`config.mk`:
```
export PLATFORM = sky130hd
export DESIGN_NAME = plat_front
export DESIGN_NICKNAME = d
export VERILOG_FILES = /design/src/plat_pkg.sv /design/src/plat_front.sv
export SDC_FILE = /design/constraint.sdc
export NUM_CORES = 1
export LEC_CHECK = 0
export ABC_AREA = 1
export ABC_CLOCK_PERIOD_IN_PS = 4000
export BUFFER_PORTS_ARGS = -buffer_cell sky130_fd_sc_hd__buf_2
export CAP_MARGIN = 40
export CORE_MARGIN = 2
export CORE_UTILIZATION = 37
export DETAILED_ROUTE_END_ITERATION = 6
export GPL_TIMING_DRIVEN = 1
export HOLD_SLACK_MARGIN = 0.02
export PLACE_DENSITY_LB_ADDON = 0.2
export SYNTH_ARGS = -nofsm -noshare
export SYNTH_HDL_FRONTEND = slang
export SYNTH_SLANG_ARGS = --single-unit
```
`constraint.sdc`:
```
create_clock -name i_clk -period 4 [get_ports i_clk]
set_clock_uncertainty 0.2 [all_clocks]
set_input_delay 0 -clock i_clk [delete_from_list [all_inputs] [get_ports i_clk]]
set_output_delay 0 -clock i_clk [all_outputs]
set_load 0.02 [all_outputs]
```
`src/plat_pkg.sv`:
```
// Package for the price level aggregation table: sizes, codes and shared types.
// Used by every module under src; depends on nothing.
`timescale 1ns / 1ps
package plat_pkg;

    localparam int SYMBOLS  = 16;
    localparam int LEVELS   = 8;
    localparam int SYM_W    = 4;
    localparam int SYM_IDX_W = (SYMBOLS > 1) ? $clog2(SYMBOLS) : 1;
    localparam int LVL_IDX_W = (LEVELS > 1) ? $clog2(LEVELS) : 1;
    localparam int PRICE_W  = 32;
    localparam int LOT_W    = 31;

    localparam logic [1:0] MODE_INSERT = 2'd0;
    localparam logic [1:0] MODE_REMOVE = 2'd1;
    localparam logic [1:0] MODE_QUERY  = 2'd2;
    localparam logic [1:0] MODE_NONE   = 2'd3;

    localparam logic [1:0] ST_OK        = 2'd0;
    localparam logic [1:0] ST_NOT_FOUND = 2'd1;
    localparam logic [1:0] ST_FULL      = 2'd2;

    localparam logic [LOT_W-1:0] LOT_MAX = {LOT_W{1'b1}};

    typedef enum logic [1:0] {
        OP_INSERT,
        OP_REMOVE,
        OP_QUERY,
        OP_NOP
    } t_op;

    // Classified command handed from the front end to the back end.
    typedef struct packed {
        t_op                  op;
        logic                 in_range;
        logic [SYM_IDX_W-1:0] sym;
        logic [PRICE_W-1:0]   price;
        logic [LOT_W-1:0]     lots;
    } t_cmd;

endpackage

```
`src/plat_front.sv`:
```
// Front end: accepts input beats, decodes mode and checks the symbol range.
// Depends on plat_pkg.
`timescale 1ns / 1ps
module plat_front import plat_pkg::*; (
    input  logic               i_clk,
    input  logic               i_rst_n,
    input  logic               i_valid,
    output logic               o_ready,
    input  logic [1:0]         i_mode,
    input  logic [SYM_W-1:0]   i_symbol_id,
    input  logic [PRICE_W-1:0] i_price,
    input  logic [LOT_W-1:0]   i_lot_size,
    output logic               o_cmd_valid,
    input  logic               i_cmd_ready,
    output t_cmd               o_cmd
);

    logic r_valid;
    t_cmd r_cmd;
    t_cmd n_cmd;

    // Decode the beat into a command.
    always_comb begin
        n_cmd = '0;
        unique case (i_mode)
            MODE_INSERT: n_cmd.op = OP_INSERT;
            MODE_REMOVE: n_cmd.op = OP_REMOVE;
            MODE_QUERY:  n_cmd.op = OP_QUERY;
            default:     n_cmd.op = OP_NOP;
        endcase
        n_cmd.in_range = ({{(32-SYM_W){1'b0}}, i_symbol_id} < 32'(SYMBOLS));
        n_cmd.sym      = SYM_IDX_W'(i_symbol_id);
        n_cmd.price    = i_price;
        n_cmd.lots     = i_lot_size;
    end

    assign o_ready     = !r_valid || i_cmd_ready;
    assign o_cmd_valid = r_valid;
    assign o_cmd       = r_cmd;

    // One-entry holding stage between front and back.
    always_ff @(posedge i_clk) begin
        if (!i_rst_n) begin
            r_valid <= 1'b0;
        end else if (o_ready) begin
            r_valid <= i_valid;
        end
        if (o_ready && i_valid) begin
            r_cmd <= n_cmd;
        end
    end

endmodule

```
==> flow_metrics.env <==
export IMPL_final_cell_mix="buf_2, dlygate4sd3_1, edfxtp_1, clkbuf_8"
export IMPL_die_h_um=80.1
export IMPL_rsz0062_at_grt="no"
export IMPL_maxSlewHeadroom_pct=64.5
export IMPL_grtUsageMet2_pct=30.3
export IMPL_numCtsBuffers=9
export IMPL_antenna_found_initial=0
export IMPL_syn_to_final_growth_pct=79.8
export IMPL_portBuffers=143
export IMPL_hp_start="i_cmd_ready"
export IMPL_yosysWarnings=0
export IMPL_powerDensity_mw_per_mm2=414
export IMPL_cp_end_kind="flip-flop"
export IMPL_fmax_mhz=639
export IMPL_r2r_start="o_cmd_valid"
export IMPL_period_minus_slack_ns=1.57
export IMPL_start_util_pct=38.7
export IMPL_layout_nets=377
export IMPL_r2r_end="o_cmd[54]"
export IMPL_yosysSeqAreaShare_pct=97.7
export IMPL_fp_coreArea_mm2=0.00554
export IMPL_fin_ws_ns=2.43
export IMPL_gp_congestion=0.756
export IMPL_grt_most_used_layer="met2"
export IMPL_critPathRequiredTime_ns=3.76
export IMPL_r2r_cells=2
export IMPL_finish_utilization_pct=69.5
export IMPL_cp_arrival_ns=1.33
export IMPL_hold_end="o_cmd[45]"
export IMPL_status="complete, no violations"
export IMPL_hp_class="in2reg"
export IMPL_post_route_period_util_pct=39.1
export IMPL_final_common_cell="buf_2"
export IMPL_drt_iter0_markers=56
export IMPL_syn_nets=153
export IMPL_pre_cts_slack_ns=2.43
export IMPL_grt_overflow=0
export IMPL_cts_root_buf="clkbuf_8"
export IMPL_clock_latency_ns=0.33
export IMPL_n_fill_cell=388
export IMPL_r2r_slack_ns=2.43
export IMPL_path_clk_slew_ns=0.07
export IMPL_synthCells=80
export IMPL_row_count=27
export IMPL_postRouteAntennaNets=0
export IMPL_wire_per_inst_um=13.8
export IMPL_timing_final_hold_violations=0
export IMPL_maxCapViolCount=0
export IMPL_finalWirelength_um=5250
export IMPL_layout_drive_gt1_share_pct=52.1
export IMPL_syn_area_mm2=0.00214
export IMPL_vias=1575
export IMPL_ir_worst_vdd_uv=272
export IMPL_drv_slew=0
export IMPL_tritoncts="yes"
export IMPL_final_setup_tns_ns=0
export IMPL_ys_ff_latch=70
export IMPL_drc=0
export IMPL_clkSinkCount=70
export IMPL_diodes=0
export IMPL_die_area_mm2=0.00641
export IMPL_grt_pass1_vias=1672
export IMPL_cts_resized=0
export IMPL_p_leak_nw=1.66
export IMPL_grt_pass1_wl_um=7500
export IMPL_gr_usage_met1_pct=15.2
export IMPL_cp_max_fo=44
export IMPL_worst_hold_slack_ns=0.136
export IMPL_grt_max_degree=45
export IMPL_drt_pass1_iter_count=4
export IMPL_tightestPinTransition_ns=0.532
export IMPL_syn_avg_cell_area_um2=26.8
export IMPL_crit_path_start_kind="flip-flop"
export IMPL_grtUsageTotal_pct=16.4
export IMPL_met3_usage_pct=6.18
export IMPL_clockBufferDepth=2
export IMPL_path_class="reg2reg"
export IMPL_synth_distinct_cells=10
export IMPL_post_dp_hpwl_um=3090
export IMPL_setup_violations=0
export IMPL_vias_per_cell=4.13
export IMPL_die_w_um=80.1
export IMPL_pin_count=145
export IMPL_min_path_cells=4
export IMPL_h_tree_depth=3
[cells in the mapped netlist]
cell type  number  area share [%]
a21oi_1         1            0.23
buf_4           1            0.35
inv_2           1            0.18
a21oi_2         1            0.41
nand2_2         1            0.29
dfxtp_1         1            0.93
clkbuf_1        2            0.35
inv_1           2            0.35
conb_1          1            0.18
edfxtp_1       69              97
[flip-flops by register name, indices dropped and copies added (netlist names)]
name         flops
o_cmd           69
o_cmd_valid      1
[critical path: stages (launching register included)]
cell	delay (ns)
dfxtp_1	0.35
a21oi_4	0.16
buf_4	0.47
[metrics by stage]
stage,instance area [µm²],instances,power [mW]
final,3850,381,1.59
after global routing,3850,381,1.66
after CTS,3850,381,1.61
after detailed placement,2960,294,1.03
after global placement,2960,294,1.03
after floorplan,2150,80,0.959
[cells by family after synthesis]
| kind of cell | share of synthesized area (%) |
|---|---|
| flops | 97.7 |
| buf+inv | 1.23 |
| compound gates | 0.642 |
| simple gates | 0.292 |
| other cells | 0.175 |
[routing by layer]
| layer | routed length, µm | vias up |
|---|---|---|
| li1 | - | 755 |
| met1 | 1860 | 699 |
| met2 | 2710 | 105 |
| met3 | 541 | 16 |
| met4 | 142 | 0 |
| met5 | 0 | - |
[where the power goes]
part | internal (mW) | total, mW | leakage [nW] | switching, mW
logic | 0.0993 | 0.206 | 0.895 | 0.107
clock network | 0.283 | 0.521 | 0.0884 | 0.238
registers | 0.857 | 0.867 | 0.676 | 0.00989
total | 1.24 | 1.59 | 1.66 | 0.355
[timing repair]
action                                 CTS  global route
endpoints found under the hold margin   70             0
hold buffers                            71             0
setup buffers                            0             0
[cell type report]
cell class / count / area [µm²] / share of cell area, %
Multi-Input combinational cell: 4 / 35.0 / 0.910
Tap cell: 72 / 90.1 / 2.34
Timing Repair Buffer: 216 / 1440 / 37.4
Sequential cell: 70 / 2090 / 54.3
Clock inverter: 5 / 50.0 / 1.30
Clock buffer: 11 / 131 / 3.41
Inverter: 3 / 11.3 / 0.292
[how the worst max path moves through the flow]
stage | startpoint | to | slack (ns) | cells after the start
final | o_cmd_valid | o_cmd[54] | 2.43 | 2
after CTS | o_cmd_valid | o_cmd[54] | 2.42 | 2
after global routing | o_cmd_valid | o_cmd[54] | 2.37 | 2
after global placement | o_cmd_valid | o_cmd[25] | 2.45 | 2
after floorplan | o_cmd_valid | o_cmd[0] | 1.04 | 1
after detailed placement | o_cmd_valid | o_cmd[25] | 2.43 | 2
(Power assumes the default switching activity.)
