<file path="src/plat_pkg.sv">
// Package for the price level aggregation table: sizes, codes and shared types.
// Used by every module under src; depends on nothing.
`timescale 1ns / 1ps
package plat_pkg;

    localparam int SYMBOLS  = 16;
    localparam int LEVELS   = 8;
    localparam int SYM_W    = 4;
    localparam int SYM_IDX_W = (SYMBOLS > 1) ? $clog2(SYMBOLS) : 1;
    localparam int LVL_IDX_W = (LEVELS > 1) ? $clog2(LEVELS) : 1;
    localparam int PRICE_W  = 32;
    localparam int LOT_W    = 31;

    localparam logic [1:0] MODE_INSERT = 2'd0;
    localparam logic [1:0] MODE_REMOVE = 2'd1;
    localparam logic [1:0] MODE_QUERY  = 2'd2;
    localparam logic [1:0] MODE_NONE   = 2'd3;

    localparam logic [1:0] ST_OK        = 2'd0;
    localparam logic [1:0] ST_NOT_FOUND = 2'd1;
    localparam logic [1:0] ST_FULL      = 2'd2;

    localparam logic [LOT_W-1:0] LOT_MAX = {LOT_W{1'b1}};

    typedef enum logic [1:0] {
        OP_INSERT,
        OP_REMOVE,
        OP_QUERY,
        OP_NOP
    } t_op;

    // Classified command handed from the front end to the back end.
    typedef struct packed {
        t_op                  op;
        logic                 in_range;
        logic [SYM_IDX_W-1:0] sym;
        logic [PRICE_W-1:0]   price;
        logic [LOT_W-1:0]     lots;
    } t_cmd;

endpackage

</file>
<file path="src/plat_queue.sv">
// Two-entry command queue between the front end and the back end.
// Depends on plat_pkg.
`timescale 1ns / 1ps
module plat_queue import plat_pkg::*; (
    input  logic i_clk,
    input  logic i_rst_n,
    input  logic i_valid,
    output logic o_ready,
    input  t_cmd i_cmd,
    output logic o_valid,
    input  logic i_ready,
    output t_cmd o_cmd
);

    t_cmd       r_mem [2];
    logic       r_wp;
    logic       r_rp;
    logic [1:0] r_cnt;
    logic       n_push;
    logic       n_pop;

    assign o_ready = (r_cnt != 2'd2);
    assign o_valid = (r_cnt != 2'd0);
    assign o_cmd   = r_mem[r_rp];
    assign n_push  = i_valid && o_ready;
    assign n_pop   = o_valid && i_ready;

    // Pointers and fill count.
    always_ff @(posedge i_clk) begin
        if (!i_rst_n) begin
            r_wp  <= 1'b0;
            r_rp  <= 1'b0;
            r_cnt <= 2'd0;
        end else begin
            if (n_push) r_wp <= !r_wp;
            if (n_pop)  r_rp <= !r_rp;
            r_cnt <= r_cnt + {1'b0, n_push} - {1'b0, n_pop};
        end
        if (n_push) r_mem[r_wp] <= i_cmd;
    end

    assert property (@(posedge i_clk) disable iff (!i_rst_n) r_cnt <= 2'd2)
        else $error("queue count overflow");

endmodule

</file>
<file path="config.mk">
export PLATFORM = sky130hd
export DESIGN_NAME = plat_queue
export DESIGN_NICKNAME = d
export VERILOG_FILES = /design/src/plat_pkg.sv /design/src/plat_queue.sv
export SDC_FILE = /design/constraint.sdc
export NUM_CORES = 1
export LEC_CHECK = 0
export CAP_MARGIN = 10
export CORE_MARGIN = 8
export CORE_UTILIZATION = 48
export DETAILED_ROUTE_END_ITERATION = 7
export DONT_BUFFER_PORTS = 1
export PLACE_DENSITY = 0.63
export SETUP_SLACK_MARGIN = 0.1
export SLEW_MARGIN = 20
export SYNTH_ARGS = -nofsm -noshare
export SYNTH_HDL_FRONTEND = slang
export SYNTH_SLANG_ARGS = --single-unit
</file>
<file path="constraint.sdc">
create_clock -name i_clk -period 3.04 [get_ports i_clk]
set_input_delay 0.456 -clock i_clk [delete_from_list [all_inputs] [get_ports i_clk]]
set_output_delay 0.456 -clock i_clk [all_outputs]
set_load 0.01 [all_outputs]
</file>
==> impl_metrics.ini, run 1 <==
[layout]
final_util_pct = 56.5
drive_above_1_share_pct = 13.1
synthToLayoutAreaGrowth_pct = 14.4
diodes = 0
num-nets-final = 337
fillers = 837

[cts]
ctsResizeCount = 0
htree_levels = 4
clockBufferDepth = 2
clk_pin_slew_ns = 0.06
root_buffer = clkbuf_8
cts_num_sinks = 145
cts_tree = yes
numCtsBuffers = 17
cts_hold_buf = 0
clock_latency_ns = 0.50
post_cts_buffers = 0

[die]
core_region_area_mm2 = 0.0108
ios = 146
rows = 38
die_area_mm2 = 0.0148
fp.dieH_um = 122
die_x_um = 122
start_util_pct = 49.4

[timing]
fmax_mhz = 438
fin_crit_sh_pct = 75.1
setup_tns_ns = 0
finClkSkew_ns = 0.00759
setup_violations = 0
hold_viol_final = 0
rsz0062_at_grt = no
slew_headroom_pct = 74.2
slew_viol_final = 0
worstMarginPinSlew_ns = 0.388
finalCriticalPeriod_ns = 2.28

[route]
drt-initial-drc-count = 103
drtAntennaViolNets = 0
drcViolationCount = 0
detail_route.vias_per_cell = 5.33
drt_wl_total_um = 9330
drt_first_pass_iters = 4
num_vias = 2208
wl_per_cell_um = 22.5

[logic_synthesis]
yosys-top-cells-count = edfxtp_1, mux2_1, buf_6
synthesis.instances = 248
synth_top_cell_area_share_pct = 78.5
synth.most_common_cell = edfxtp_1
synthFlopType = edfxtp_1
synth_edf_count = 140
synth_top_area_cell = edfxtp_1
mappedNetlistNets = 323
syn_area_mm2 = 0.00535
synth_cell_types = 26
async_flop_share_pct = 0
ys_ff_latch = 145
syn_area_per_cell_um2 = 21.6
synth-seq-area-share_pct = 80.4
ys_top_cells_by_area = edfxtp_1, mux2_1, dfxtp_1, buf_6, nor4bb_2
yosys_warnings = 0

[setup_path]
slowest_stage = dfxtp_4
required_ns = 2.58
crit_chain = buf_12 > mux2_1
crit_type = flip-flop to primary output
path_max_fanout = 52
worstPathArrival_ns = 1.83
worstSetupStartpointType = flip-flop
critPathCaptureType = primary output
slowest_delay_ns = 0.53

[outcome]
status = finished clean

[placement]
globalplace.congestion = 0.695
hpwl_um = 6190
numPortBuffers = 0

[pwr]
p_leak_nw = 2.02
ir_worst_vdd_uv = 392
power_density_mw_per_mm2 = 867

[grt]
grt_usage_pct = 12.6
grt_pass1_wl_um = 13500
antenna_found_initial = 0
grt_max_degree = 71
grt_overflow = 0
grt_pass1_vias = 2324

[hold_path]
min_path_type = input pin to flip-flop

[job]
cap_violations = 0
==> critical path: cells and delay by family (launching register included) <==
kind                   cells  cell delay [ns]
multiplexers               1             0.44
buffers and inverters      1             0.32
flip-flops                 1             0.53
==> layout make-up <==
| type | count | area (um^2) | area share [%] |
|---|---|---|---|
| Sequential cell | 145 | 4310 | 70.4 |
| Tap cell | 140 | 175 | 2.86 |
| Clock buffer | 18 | 418 | 6.83 |
| Multi-Input combinational cell | 93 | 961 | 15.7 |
| Clock inverter | 13 | 191 | 3.13 |
| Timing Repair Buffer | 3 | 60.1 | 0.981 |
| Inverter | 2 | 7.51 | 0.123 |
==> cells in the final DEF, fill, tap and decap left out, types with 2 or more instances in the layout <==
| master | netlist | final |
|---|---|---|
| edfxtp_1 | 140 | 140 |
| mux2_1 | 70 | 70 |
| clkbuf_16 | 0 | 16 |
| bufinv_16 | 0 | 5 |
| nor2_1 | 4 | 4 |
| clkinv_1 | 0 | 4 |
| dfxtp_1 | 5 | 4 |
| buf_12 | 0 | 3 |
| and3_4 | 1 | 2 |
| clkinv_2 | 0 | 2 |
==> layer usage <==
layer  share of wire, %  up-vias  track usage (%)
met1                 35     1093             12.6
met2                 49       96             19.7
met3                 14       10             8.75
met4                1.5        0             5.63
li1                   -     1009                -
met5                  0        -                0
==> report_power, final <==
part | total [mW] | leakage, nW | switching, mW | internal, mW
sequential | 2.51 | 1.35 | 0.0793 | 2.43
combinational | 0.689 | 0.378 | 0.445 | 0.245
clock | 2.11 | 0.295 | 0.715 | 1.40
==> cell families after synthesis <==
kind of cell	share of synthesized area [%]
buf+inv	1.71
flops	80.4
xor+xnor	0.164
simple gates	1.94
compound gates	0.818
fa+ha+maj	0.234
mux	14.7
==> stage by stage <==
step / setup slack (ns) / instance area (um^2) / instances / hold WS (ns) / total power, mW
final: 0.758 / 6120 / 414 / 0.0427 / 5.31
after global routing: 0.655 / 6120 / 414 / 0.00999 / 5.53
after CTS: 0.697 / 6120 / 414 / 0.00849 / 5.39
after detailed placement: 1.19 / 5510 / 383 / 0.498 / 3.27
after global placement: 1.22 / 5510 / 383 / 0.485 / 3.26
after floorplan: 0.517 / 5350 / 248 / 0.472 / 3.13
==> worst paths after layout <==
check,startpoint,end,slack [ns],depth (start not counted)
hold reg to reg,r_rp,r_rp,0.51,2
setup reg to reg,r_cnt[0],r_mem[1][15],1.21,3
setup / recovery,flip-flop,o_cmd[23],0.76,2
hold / removal,i_cmd[53],r_mem[1][53],0.04,0
==> sequential cells by signal, summed over array words and instances (netlist names), named ones only <==
| signal | count |
|---|---|
| r_cnt | 2 |
| r_wp | 1 |
| r_mem | 140 |
| r_rp | 1 |
Note: power is estimated with default switching activity, not from simulation.
==> run 2, diff against run 1 <==
Settings changed: PLACE_DENSITY 0.63 to 0.65.
Clock period 3.04 ns to 1.9 ns, I/O delays scaled along.
==> run 2 against run 1 <==
Clock-buffer cell count is 1 lower; combinational power rose by 110%; cell count is 19% higher; die area stayed put; cell area is 12% higher; setup slack lost 0.67 ns; hold slack better by 0.030 ns; clock power is 39% higher; critical path depth is the same; global-route usage rose by 1.4 points; first-iteration DRC count increased by 35%; clock skew is 0.0014 ns lower; largest cell class unchanged; highest routed layer unchanged.
==> impl_metrics.ini, run 2 (synthesized netlist as in run 1, its figures left out) <==
[setup_path]
path_max_fanout = 24
r2r-start = r_cnt[1]
crit_type = flip-flop to primary output
critPathCaptureType = primary output
worstPathArrival_ns = 1.53
rr_endpoint = r_cnt[1]
worstRegToRegCells = 6
required_ns = 1.62
r2r_slack_ns = 0.34
worstSetupStartpointType = flip-flop

[hold_path]
min_from = i_ready
min_path_type = input pin to flip-flop
min_path_cells = 3

[timing]
fmax_mhz = 552
worstMarginPinSlew_ns = 0.313
setup_tns_ns = 0
hold_viol_final = 0
slew_headroom_pct = 78.9
fin_crit_sh_pct = 95.3
setup_violations = 0
slew_viol_final = 0
finClkSkew_ns = 0.00623
finalCriticalPeriod_ns = 1.81
rsz0062_at_grt = yes

[route]
drcViolationCount = 0
drt-initial-drc-count = 139
detail_route.vias_per_cell = 5.12
num_vias = 2522
drt_first_pass_iters = 4
wl_per_cell_um = 20.2
drt_wl_total_um = 9980
drtAntennaViolNets = 0

[placement]
globalplace.congestion = 0.663
numPortBuffers = 0
hpwl_um = 6420
place_area_mm2 = 0.00558

[layout]
final_cell_mix = edfxtp_1, dlygate4sd3_1, mux2_2
top_register = r_mem
reg_top3 = r_mem x140, r_cnt x2
num-nets-final = 415
synthToLayoutAreaGrowth_pct = 28.1
mostFrequentLayoutCell = edfxtp_1
seqCellArea_mm2 = 0.00431
multiInputGateArea_um2 = 972
drive_above_1_share_pct = 29.7
fin_area_mm2 = 0.00686
largest_reg_flops = 140
diodes = 0
fillers = 786

[die]
die_area_mm2 = 0.0148
die_x_um = 122
core_region_area_mm2 = 0.0108
start_util_pct = 49.4
fp.dieH_um = 122
ios = 146
rows = 38

[cts]
root_buffer = clkbuf_8
clockBufferDepth = 2
clk_pin_slew_ns = 0.06
cts_num_sinks = 145
htree_levels = 4
numCtsBuffers = 17
clock_latency_ns = 0.51
cts_tree = yes

[grt]
grt_pass1_vias = 2739
grt_max_degree = 55
grt_usage_pct = 13.9
grt_overflow = 0
antenna_found_initial = 0
grt_pass1_wl_um = 15500

[job]
cap_violations = 0

[pwr]
ir_worst_vdd_uv = 553
power_density_mw_per_mm2 = 1220
p_total_mw = 8.38
p_leak_nw = 2.31

[outcome]
status = finished clean
run 2: cell types whose count changed in the layout (fill, tap and decap cells not counted), moves of 4 or more:
cell           change
bufinv_16          -4
buf_4              +4
mux2_1            -57
clkinv_4           +4
dlygate4sd3_1     +72
clkinvlp_4         +4
mux2_2            +56
run 2: where the power goes:
group          internal, mW  switching [mW]  total [mW]  leakage, nW
clock                  1.72            1.21        2.93        0.252
sequential             3.89           0.104        3.99         1.35
combinational         0.666           0.800        1.47        0.701
total                  6.27            2.11        8.38         2.31
run 2: repair_timing:
| action | 4_1_cts | 5_1_grt |
|---|---|---|
| hold buffers | 72 | 0 |
| setup buffers | 2 | 0 |
| hold endpoints to repair | 145 | 0 |
| endpoints found under the setup margin | 57 | 69 |
| gates resized for setup | 48 | 10 |
run 2: final cells by class:
class | count | share of cell area [%]
Timing Repair Buffer | 81 | 12.4
Clock inverter | 15 | 1.77
Tap cell | 140 | 2.56
Sequential cell | 145 | 62.9
Multi-Input combinational cell | 93 | 14.2
Inverter | 2 | 0.164
Clock buffer | 17 | 6.04
run 2: layer usage:
metal,up-vias,GRT usage [%],routed length [um]
met2,97,22.9,5170
met1,1241,15.4,3890
met5,-,0,0
met3,13,6.43,796
met4,0,5.78,130
li1,1171,-,-
run 2: worst max-delay path by stage:
stage	end	startpoint	depth (start not counted)	slack, ns
3_5_place_dp	r_cnt[1]	r_cnt[1]	6	0.33
2_1_floorplan	r_mem[0][0]	r_cnt[0]	3	-0.15
4_1_cts	o_cmd[21]	flip-flop	2	0.03
5_1_grt	o_cmd[28]	flip-flop	2	0.02
6_report	o_cmd[21]	flip-flop	2	0.09
3_3_place_gp	r_cnt[1]	r_cnt[1]	6	0.41
run 2: per-stage QoR:
step	setup slack, ns	hold slack [ns]	std cells	util (%)
finish	0.0893	0.0722	493	63.2
global route	0.0165	0.0925	493	63.2
CTS	0.0322	0.0443	493	63.2
detailed placement	0.328	0.384	387	51.5
global placement	0.409	0.384	387	51.5
floorplan	-0.152	0.384	248	-
run 2: worst max-delay path, cell delays in order, from the launching register on:
cell and delay [ns]:
dfxtp_4 0.41, buf_12 0.19, mux2_2 0.40
